**config.mk**
```make
export PLATFORM = sky130hd
export DESIGN_NAME = json_string_escaper
export DESIGN_NICKNAME = d
export VERILOG_FILES = /design/src/sv/jse_pkg.sv /design/src/sv/jse_cfg.sv /design/src/sv/jse_core.sv /design/src/sv/jse_ser.sv /design/src/sv/json_string_escaper.sv
export SDC_FILE = /design/constraint.sdc
export NUM_CORES = 1
export LEC_CHECK = 0
export BUFFER_PORTS_ARGS = -buffer_cell sky130_fd_sc_hd__buf_2
export CORE_UTILIZATION = 25
export DETAILED_ROUTE_END_ITERATION = 16
export PLACE_DENSITY = 0.44
export SLEW_MARGIN = 20
export SYNTH_ARGS = -nofsm -noshare
export SYNTH_HDL_FRONTEND = slang
export SYNTH_SLANG_ARGS = --single-unit
```
**constraint.sdc**
```tcl
create_clock -name i_clk -period 8.3 [get_ports i_clk]
set_input_delay 0.83 -clock i_clk [delete_from_list [all_inputs] [get_ports i_clk]]
set_output_delay 0.83 -clock i_clk [all_outputs]
set_load 0.03 [all_outputs]
```
**src/sv/jse_pkg.sv**
```systemverilog
// Package for the JSON string escaper: transaction types, character codes
// and the function that builds the escape sequence for one byte.
// No dependencies.
package jse_pkg;

    localparam int BUDGET_W = 13;
    localparam int SEQ_MAX = 6;
    localparam int LEN_W = 3;
    localparam int PADDR_W = 3;

    localparam logic [BUDGET_W-1:0] BUDGET_RESET = 13'd1024;

    localparam logic [0:0] REG_OUT_BUDGET = 1'b0;

    localparam logic [7:0] CH_QUOTE = 8'h22;
    localparam logic [7:0] CH_BSLASH = 8'h5C;
    localparam logic [7:0] CH_BS = 8'h08;
    localparam logic [7:0] CH_FF = 8'h0C;
    localparam logic [7:0] CH_LF = 8'h0A;
    localparam logic [7:0] CH_CR = 8'h0D;
    localparam logic [7:0] CH_TAB = 8'h09;
    localparam logic [7:0] CH_LOW_B = 8'h62;
    localparam logic [7:0] CH_LOW_F = 8'h66;
    localparam logic [7:0] CH_LOW_N = 8'h6E;
    localparam logic [7:0] CH_LOW_R = 8'h72;
    localparam logic [7:0] CH_LOW_T = 8'h74;
    localparam logic [7:0] CH_LOW_U = 8'h75;
    localparam logic [7:0] CH_ZERO = 8'h30;
    localparam logic [7:0] CH_ONE = 8'h31;
    localparam logic [7:0] CH_SEVEN = 8'h37;
    localparam logic [7:0] CH_UP_A = 8'h41;
    localparam logic [7:0] CH_UP_F = 8'h46;
    localparam logic [7:0] PRINT_LO = 8'h20;
    localparam logic [7:0] PRINT_HI = 8'h7E;
    localparam logic [15:0] CODE_REPLACE = 16'hFFFD;

    typedef struct packed {
        logic [7:0] in_byte;
        logic       first_byte;
    } t_in_item;

    typedef struct packed {
        logic [7:0] out_char;
        logic       run_last;
    } t_out_item;

    typedef logic [SEQ_MAX-1:0][7:0] t_chars;

    typedef struct packed {
        logic             load;
        t_chars           chars;
        logic [LEN_W-1:0] len;
    } t_seq;

    typedef struct packed {
        t_chars           chars;
        logic [LEN_W-1:0] len;
    } t_escape;

    function automatic logic [7:0] hex_char(input logic [3:0] nib);
        logic [7:0] res;
        if (nib < 4'd10) begin
            res = CH_ZERO + {4'd0, nib};
        end else begin
            res = CH_UP_A + {4'd0, nib} - 8'd10;
        end
        return res;
    endfunction

    function automatic t_escape build_escape(input logic [7:0] b);
        t_escape    res;
        logic [15:0] code;
        res.chars = '0;
        res.len = 3'd2;
        res.chars[0] = CH_BSLASH;
        code = b[7] ? CODE_REPLACE : {8'd0, b};
        case (b)
            CH_QUOTE: begin
                res.chars[1] = CH_QUOTE;
            end
            CH_BSLASH: begin
                res.chars[1] = CH_BSLASH;
            end
            CH_BS: begin
                res.chars[1] = CH_LOW_B;
            end
            CH_FF: begin
                res.chars[1] = CH_LOW_F;
            end
            CH_LF: begin
                res.chars[1] = CH_LOW_N;
            end
            CH_CR: begin
                res.chars[1] = CH_LOW_R;
            end
            CH_TAB: begin
                res.chars[1] = CH_LOW_T;
            end
            default: begin
                if (b inside {[PRINT_LO:PRINT_HI]}) begin
                    res.chars[0] = b;
                    res.len = 3'd1;
                end else begin
                    res.chars[1] = CH_LOW_U;
                    res.chars[2] = hex_char(code[15:12]);
                    res.chars[3] = hex_char(code[11:8]);
                    res.chars[4] = hex_char(code[7:4]);
                    res.chars[5] = hex_char(code[3:0]);
                    res.len = 3'd6;
                end
            end
        endcase
        return res;
    endfunction

endpackage

```
**src/sv/jse_cfg.sv**
```systemverilog
// Configuration register block of the JSON string escaper: APB-style
// access to the output budget register. Depends on jse_pkg.
module jse_cfg (
    input  logic                       i_clk,
    input  logic                       i_rst_n,
    input  logic                       psel,
    input  logic                       penable,
    input  logic                       pwrite,
    input  logic [jse_pkg::PADDR_W-1:0] paddr,
    input  logic [31:0]                pwdata,
    output logic [31:0]                prdata,
    output logic                       pready,
    output logic [jse_pkg::BUDGET_W-1:0] o_out_budget
);
    import jse_pkg::*;

    logic [BUDGET_W-1:0] r_out_budget;
    logic                wr_en;

    assign pready = 1'b1;
    assign wr_en = psel && penable && pwrite && (paddr[2] == REG_OUT_BUDGET);

    always_ff @(posedge i_clk) begin
        if (!i_rst_n) begin
            r_out_budget <= BUDGET_RESET;
        end else if (wr_en) begin
            r_out_budget <= pwdata[BUDGET_W-1:0];
        end
    end

    assign prdata = (paddr[2] == REG_OUT_BUDGET) ? {{(32-BUDGET_W){1'b0}}, r_out_budget} : 32'd0;
    assign o_out_budget = r_out_budget;

endmodule

```
**src/sv/jse_core.sv**
```systemverilog
// Escape builder and budget tracking of the JSON string escaper: updates the
// remaining budget and stop flag for each accepted byte. Depends on jse_pkg.
module jse_core (
    input  logic                         i_clk,
    input  logic                         i_rst_n,
    input  logic                         i_accept,
    input  jse_pkg::t_in_item            i_item,
    input  logic [jse_pkg::BUDGET_W-1:0] i_out_budget,
    output jse_pkg::t_seq                o_seq
);
    import jse_pkg::*;

    logic [BUDGET_W-1:0] r_budget;
    logic [BUDGET_W-1:0] n_budget;
    logic                r_stop;
    logic                n_stop;
    logic [BUDGET_W-1:0] eff_budget;
    logic                eff_stop;
    logic                fits;
    t_escape             esc;

    always_comb begin
        esc = build_escape(i_item.in_byte);
        eff_budget = i_item.first_byte ? i_out_budget : r_budget;
        eff_stop = i_item.first_byte ? 1'b0 : r_stop;
        fits = eff_budget > {{(BUDGET_W-LEN_W){1'b0}}, esc.len};
        n_budget = eff_budget;
        n_stop = eff_stop;
        if (!eff_stop) begin
            if (fits) begin
                n_budget = eff_budget - {{(BUDGET_W-LEN_W){1'b0}}, esc.len};
            end else begin
                n_stop = 1'b1;
            end
        end
        o_seq.load = i_accept && !eff_stop && fits;
        o_seq.chars = esc.chars;
        o_seq.len = esc.len;
    end

    always_ff @(posedge i_clk) begin
        if (!i_rst_n) begin
            r_budget <= BUDGET_RESET;
            r_stop <= 1'b0;
        end else if (i_accept) begin
            r_budget <= n_budget;
            r_stop <= n_stop;
        end
    end

endmodule

```
**src/sv/jse_ser.sv**
```systemverilog
// Output serialiser of the JSON string escaper: holds one escape sequence
// and moves it character by character into the output register.
// Depends on jse_pkg.
module jse_ser (
    input  logic               i_clk,
    input  logic               i_rst_n,
    input  jse_pkg::t_seq      i_seq,
    output logic               o_free,
    output logic               o_out_valid,
    input  logic               i_out_ready,
    output jse_pkg::t_out_item o_out
);
    import jse_pkg::*;

    logic [7:0]       r_chars [SEQ_MAX];
    logic [LEN_W-1:0] r_len;
    logic [LEN_W-1:0] r_pos;
    logic             r_busy;
    logic             r_out_valid;
    t_out_item        r_out;
    logic             move;
    logic             last;

    assign move = r_busy && (!r_out_valid || i_out_ready);
    assign last = (r_pos == (r_len - 3'd1));
    assign o_free = !r_busy || (move && last);

    always_ff @(posedge i_clk) begin
        if (!i_rst_n) begin
            r_busy <= 1'b0;
            r_pos <= '0;
        end else if (i_seq.load) begin
            r_busy <= 1'b1;
            r_pos <= '0;
        end else if (move) begin
            if (last) begin
                r_busy <= 1'b0;
            end else begin
                r_pos <= r_pos + 3'd1;
            end
        end
    end

    always_ff @(posedge i_clk) begin
        if (i_seq.load) begin
            for (int k = 0; k < SEQ_MAX; k++) begin
                r_chars[k] <= i_seq.chars[k];
            end
            r_len <= i_seq.len;
        end
    end

    always_ff @(posedge i_clk) begin
        if (!i_rst_n) begin
            r_out_valid <= 1'b0;
        end else if (move) begin
            r_out_valid <= 1'b1;
        end else if (i_out_ready) begin
            r_out_valid <= 1'b0;
        end
    end

    always_ff @(posedge i_clk) begin
        if (move) begin
            r_out.out_char <= r_chars[r_pos];
            r_out.run_last <= last;
        end
    end

    assign o_out_valid = r_out_valid;
    assign o_out = r_out;

endmodule

```
**src/sv/json_string_escaper.sv**
```systemverilog
// JSON string escaper, top level. An accepted byte's escape sequence is captured
// in the serialiser's character register, and its first character then moves
// into the single output register; a byte of L characters (one, two or six)
// then gives one character per cycle while the output is not stalled.
// Reset is synchronous and active low; budget register and remaining budget
// reset to 1024, the stop flag and all valid flags clear.
module json_string_escaper (
    input  logic                          i_clk,
    input  logic                          i_rst_n,
    input  logic                          i_in_valid,
    output logic                          o_in_ready,
    input  jse_pkg::t_in_item             i_in,
    output logic                          o_out_valid,
    input  logic                          i_out_ready,
    output jse_pkg::t_out_item            o_out,
    input  logic                          psel,
    input  logic                          penable,
    input  logic                          pwrite,
    input  logic [jse_pkg::PADDR_W-1:0]   paddr,
    input  logic [31:0]                   pwdata,
    output logic [31:0]                   prdata,
    output logic                          pready
);
    import jse_pkg::*;

    logic [BUDGET_W-1:0] out_budget;
    logic                accept;
    logic                free;
    t_seq                seq;

    assign o_in_ready = free;
    assign accept = i_in_valid && free;

    jse_cfg u_cfg (
        .i_clk        (i_clk),
        .i_rst_n      (i_rst_n),
        .psel         (psel),
        .penable      (penable),
        .pwrite       (pwrite),
        .paddr        (paddr),
        .pwdata       (pwdata),
        .prdata       (prdata),
        .pready       (pready),
        .o_out_budget (out_budget)
    );

    jse_core u_core (
        .i_clk        (i_clk),
        .i_rst_n      (i_rst_n),
        .i_accept     (accept),
        .i_item       (i_in),
        .i_out_budget (out_budget),
        .o_seq        (seq)
    );

    jse_ser u_ser (
        .i_clk       (i_clk),
        .i_rst_n     (i_rst_n),
        .i_seq       (seq),
        .o_free      (free),
        .o_out_valid (o_out_valid),
        .i_out_ready (i_out_ready),
        .o_out       (o_out)
    );

endmodule

```
# After elaboration in Yosys (flattened, before gate mapping)
# Memory sizes are Yosys's and may differ from the RTL's. A register that Yosys moved wholly into a read port is not among the register bits.
# Cells that the tools add are included.
[totals]
register_bits = 36
latchBits = 0
mem_bits_rw = 48
romBits = 0
in_bits = 51
output_inout_bits = 44
wordCells = 88
memories = 1
[memory_table]
columns = ["name", "depth", "width", "rd", "rd_ports_with_merged_regs", "write_ports", "line_no", "rtl"]
rows = [
  ["u_ser.r_chars", 6, 8, 1, 1, 6, "jse_ser.sv:15", "logic [7:0] r_chars [SEQ_MAX];"],
]
[classes]
n_addsub = 15
n_mul = 0
div_mod_pow = 0
magnitude_cmp = 7
eq_ne = 8
shift = 0
muxes = 25
bitwise_logic = 3
reduce_logical = 21
[op_table]
columns = ["operator", "count"]
rows = [
  ["$pmux 8 s7", 1],
  ["$mux 13", 4],
  ["$eq 8x4->1 const B", 5],
  ["$mux 40", 1],
  ["$mux 8", 5],
  ["$add 7x4->8 const A", 4],
  ["$mux 32", 1],
  ["$sub 8x4->8 const B", 4],
  ["$add 6x4->7 const A", 4],
  ["$lt 4x4->1 const B", 4],
  ["$mux 16", 1],
  ["$gt 13x3->1", 1],
  ["$sub 13x3->13", 1],
  ["$mux 11", 1],
  ["$mux 1", 10],
  ["$logic_and 1x1->1", 9],
  ["$eq 8x6->1 const B", 1],
  ["$eq 8x7->1 const B", 1],
  ["$ge 8x6->1 const B", 1],
  ["$le 8x7->1 const B", 1],
  ["$reduce_or 7->1", 1],
  ["$reduce_bool 2->1", 3],
  ["$reduce_and 2->1", 2],
  ["$add 3x1->3 const B", 1],
  ["other kinds (7)", 12],
]

# Logic depth before layout (Yosys ltp)
[logic_depth]
word_depth = 10
ltp_mapped = 14
ltp_nobuf = 13

# Modules after synthesis
# Synthesis repeated with hierarchy kept, for this count alone.
[hier_totals]
cells_unflattened = 507
hier_area_um2 = 5275.1
[by_module_without_submodules]
columns = ["module", "n_inst", "cells_each", "area_each_um2", "seq_area_each_um2"]
rows = [
  ["jse_ser", 1, 131, 2493.6, 1901.8],
  ["jse_core", 1, 281, 1978.1, 280.3],
  ["jse_cfg", 1, 94, 797.0, 260.2],
  ["json_string_escaper", 1, 1, 6.3, 0.0],
]

# Worst setup path after synthesis
# OpenSTA, ideal clock, no wires.
[synth_timing]
path_type = "input -> register"
startpoint = "input i_in[0] (netlist bit)"
endpoint = "memory u_ser.r_chars[0][0], enable pin"
arrival_ns = 3.896
required_ns = 7.909
setup_slack_ns = 4.014
stages = 13
path_cell_list = "buf_2 buf_2 buf_1 clkbuf_1 mux2i_1 ha_1 nand3_1 and4bb_2 o31a_1 a21oi_4 buf_6 nand3_1 inv_1"
[synth_rtl]
columns = ["item", "line_no", "rtl"]
rows = [
  ["start: declaration", "json_string_escaper.sv:12", "input jse_pkg::t_in_item i_in,"],
  ["end: declaration", "jse_ser.sv:15", ""],
]

# Worst setup path after layout
[layout_timing]
startpoint = "input i_in[3] (netlist bit)"
endpoint = "register u_core.r_budget[11]"
[layout_between]
elab_chain_cells = 7
elab_cells_between_ends = 17
cone_classes = "add/sub: 1; order compare: 3; eq/ne: 7; mux: 4; reduce/logical: 2"
[layout_lines]
columns = ["item", "line_no", "rtl"]
rows = [
  ["$ge 8x6->1 / $le 8x7->1 (equally long branches)", "jse_pkg.sv:100", "if (b inside {[PRINT_LO:PRINT_HI]}) begin"],
  ["$logic_and 1x1->1", "jse_pkg.sv:100", ""],
  ["$mux 3", "jse_pkg.sv:100", ""],
  ["$mux 11 *", "jse_pkg.sv:77", "case (b)"],
  ["$sub 13x3->13 / $gt 13x3->1 (equally long branches)", "jse_core.sv:31, jse_core.sv:26", ""],
  ["$mux 13 *", "jse_core.sv:30", "if (fits) begin"],
  ["$mux 13 *", "jse_core.sv:29", "if (!eff_stop) begin"],
  ["end signal: assignment", "jse_core.sv:46", "r_budget <= n_budget;"],
  ["end: declaration", "jse_core.sv:13", "logic [BUDGET_W-1:0] r_budget;"],
]
# Mark *: on every way between the ends. The rest lies on a longest branch, timed or not.
# A chain may end at the register's enable or synchronous reset.

==> qor.csv <==
metric;value;unit
outcome;complete, no violations;
slew_viol_final;0;
leakage;1.985;nW
hold_viol;0;
synthFlopType;edfxtp_1;
synth_top_family_by_area;simple AND/OR/NAND/NOR gates;
synth-adder-area-share;1.956;%
cpPeakStageDelay;0.51;ns
min_to;u_core.r_stop$_SDFFE_PN0P_;
place.gp.congestion;0.7755;
initial_core_util;25.71;%
yosysWarnings;0;
synth_edf_count;45;
hold_start;u_core.r_stop$_SDFFE_PN0P_;
die_h;135.8;um
clock-sinks;77;
synth_common_cells;nand2_1 (50), edfxtp_1 (45), dfxtp_1 (32);
rr_worst_depth;9;
synth-async-reset-ratio;0;%
core_area;17420;um2
grt_max_degree;37;
route.detailed.drc;0;
viasPerCell;4.666;
synth-compound-area-share;15.40;%
ys_seq_area_share;44.48;%
yosys.area.top_type_share;30.18;%
r2r_slack;5.13;ns
ios;95;
holdPathStages;2;
clk_path_buf_depth;2;
drtPass1Iterations;4;
cts.repair.resized;0;
drive_gt1_share;17.88;%
place_ws;3.727;ns
path_cells;buf_2 -> nand4_1 -> o221ai_2 -> nand2_1 -> ha_1 -> nand3_1 -> and4bb_2 -> o31a_1 -> a21oi_4 -> nor4b_4 -> mux2_2 -> o2111a_1;
drt_iter0_drc;164;
clockRootBuffer;clkbuf_16;
yosys-top-cells-area;edfxtp_1 (30%), dfxtp_1 (14%), mux2i_1 (5.8%);
reg2reg_from;u_ser.r_pos[0]$_SDFFE_PP0P_;
cts_tree;yes;
ys_ff_latch;77;
hp-class;flip-flop to flip-flop;
synth.most_common_cell;nand2_1;
port_buffers;53;
cts-htree-levels;3;
finalCritPeriodShare;50.89;%
layout.nets;562;
netlist_area;4478;um2
cp_slowest_cell;ha_1;
slew_headroom;31.23;%
irDropWorstVdd;101.2;uV
synth_simple_gate_area_share;21.10;%
antenna_found_initial;0;
setup_ws;4.076;ns
synthDistinctLibCells;64;
hpwl;7.387;mm
cts_buffers;9;
grt_pass1_vias;3259;
fin_util;29.53;%
setup_viol;0;
antenna_cells;0;
rsz0062_at_grt;false;
grt_overflow;0;
cp_top_family;simple AND/OR/NAND/NOR gates;
cp-start-kind;input pin;
syn_avg_cell_area;9.610;um2
cts_setup_buffers;0;
period_minus_slack;4.224;ns
reg2reg_to;u_ser.r_chars[1][1]$_SDFFCE_PP0P_;
worst_ep_required_time;8.53;ns
grt_pass1_wl;16.93;mm
synth_mux_area_share;7.320;%
synth_top_cell_by_area;edfxtp_1;
worst_pin_slew;1.030;ns
ant_nets;0;
skew;0.01063;ns
fp.dieW;135.8;um
grtUsageTotal;11.89;%
synth_xor_area_share;1.872;%
path_clk_slew;0.06;ns
cp_num_buf_inv;1;
maxCapViolCount;0;
wire_per_inst;14.38;um
clock_latency;0.34;ns
synthCells;466;
routed_wl;10.56;mm
ctsHoldBuffers;0;
crit_fanout;14;
final.setup.tns;0;ns
dieArea;18450;um2
power;0.001101;W
criticalPathCategory;input pin to flip-flop;
critPathArrivalTime;4.46;ns
endpoint_kind;flip-flop;
vias;3425;
p_per_area;214.0;nW/um2
syn2layout_area_growth;14.86;%
fmax;0.2367;GHz
rows;48;
-- logic make-up after synthesis --
kind of cell	count (synthesis)
xor+xnor	8
flops	77
fa+ha+maj	7
other cells	2
simple gates	176
compound gates	97
mux	32
buf+inv	67
-- per-layer routing --
layer	wire length, um	track usage (%)
met5	0	0
met4	189	5.306
met3	363	2.312
met2	4735	18.79
met1	5268	15.65
-- tightest hold or removal path, cell delays in order, from the launching register on --
cell,delay (ns)
dfxtp_1,0.33
nor2_1,0.05
nor2_1,0.07
-- worst max-delay path by stage --
stage	start	end	cells past startpoint
final	i_in[3]	u_core.r_budget[11]$_SDFFE_PN0P_	12
after global routing	i_in[3]	u_ser.r_chars[0][5]$_SDFFCE_PP0P_	12
after CTS	i_in[3]	u_ser.r_chars[0][5]$_SDFFCE_PP0P_	12
after detailed placement	i_in[3]	u_core.r_budget[11]$_SDFFE_PN0P_	12
after global placement	i_in[3]	u_ser.r_chars[5][1]$_SDFFCE_PP0P_	12
after floorplan	i_in[0]	u_ser.r_chars[0][0]$_SDFFCE_PP0P_	13
-- placed cells by master, fill, tap and decap left out, types with 3 or more instances in the layout --
cell        n
a22oi_1     3
nand3_1    18
o31a_1      3
ha_1        7
mux2_2      6
and2_1      4
xnor2_1     3
a21boi_0   16
a31oi_1     4
o2111ai_1   3
nand2_1    50
a211oi_1    3
buf_4       3
nor2b_1    23
nor3_1      7
o31ai_1     5
nand2b_1    6
o21ai_0    15
xor2_1      4
conb_1     23
nand4_1     5
inv_1      16
mux2i_1    26
o211ai_1    4
clkbuf_16   9
nor2_1     30
dfxtp_1    32
o21a_1      5
buf_2      53
or3_1       6
edfxtp_1   45
nand4b_1    5
and3_1      6
a21oi_1    20
-- cell type report --
| cell class | count | area (um2) |
|---|---|---|
| multi-input combinational | 343 | 2220 |
| fill | 1868 | 12270 |
| sequential | 77 | 1992 |
| tap | 225 | 281.5 |
| timing repair buffer | 56 | 287.8 |
| clock inverter | 6 | 70.07 |
| clock buffer | 10 | 229.0 |
| inverter | 17 | 63.81 |
-- sequential cells by signal (all words and copies together), names as in the netlist --
register,cells
u_core.r_stop,1
u_core.r_budget,13
u_ser.o_out,9
u_ser.r_pos,3
u_cfg.o_out_budget,13
u_ser.r_len,3
u_ser.r_busy,1
u_ser.o_out_valid,1
u_ser.r_chars,33
-- stage by stage --
stage	cell area, um2	instances	hold WS [ns]
final	5144	734	0.4738
after global routing	5144	734	0.5088
after CTS	5144	734	0.4797
after detailed placement	4845	718	0.4534
after global placement	4845	718	0.4567
after floorplan	4557	487	0.4323
-- report_power, final --
group          switching [W]  internal, W
registers          0.0000235     0.000451
clock network       0.000165     0.000236
logic               0.000141    0.0000846
No activity file was read; power rests on OpenSTA's default activity.
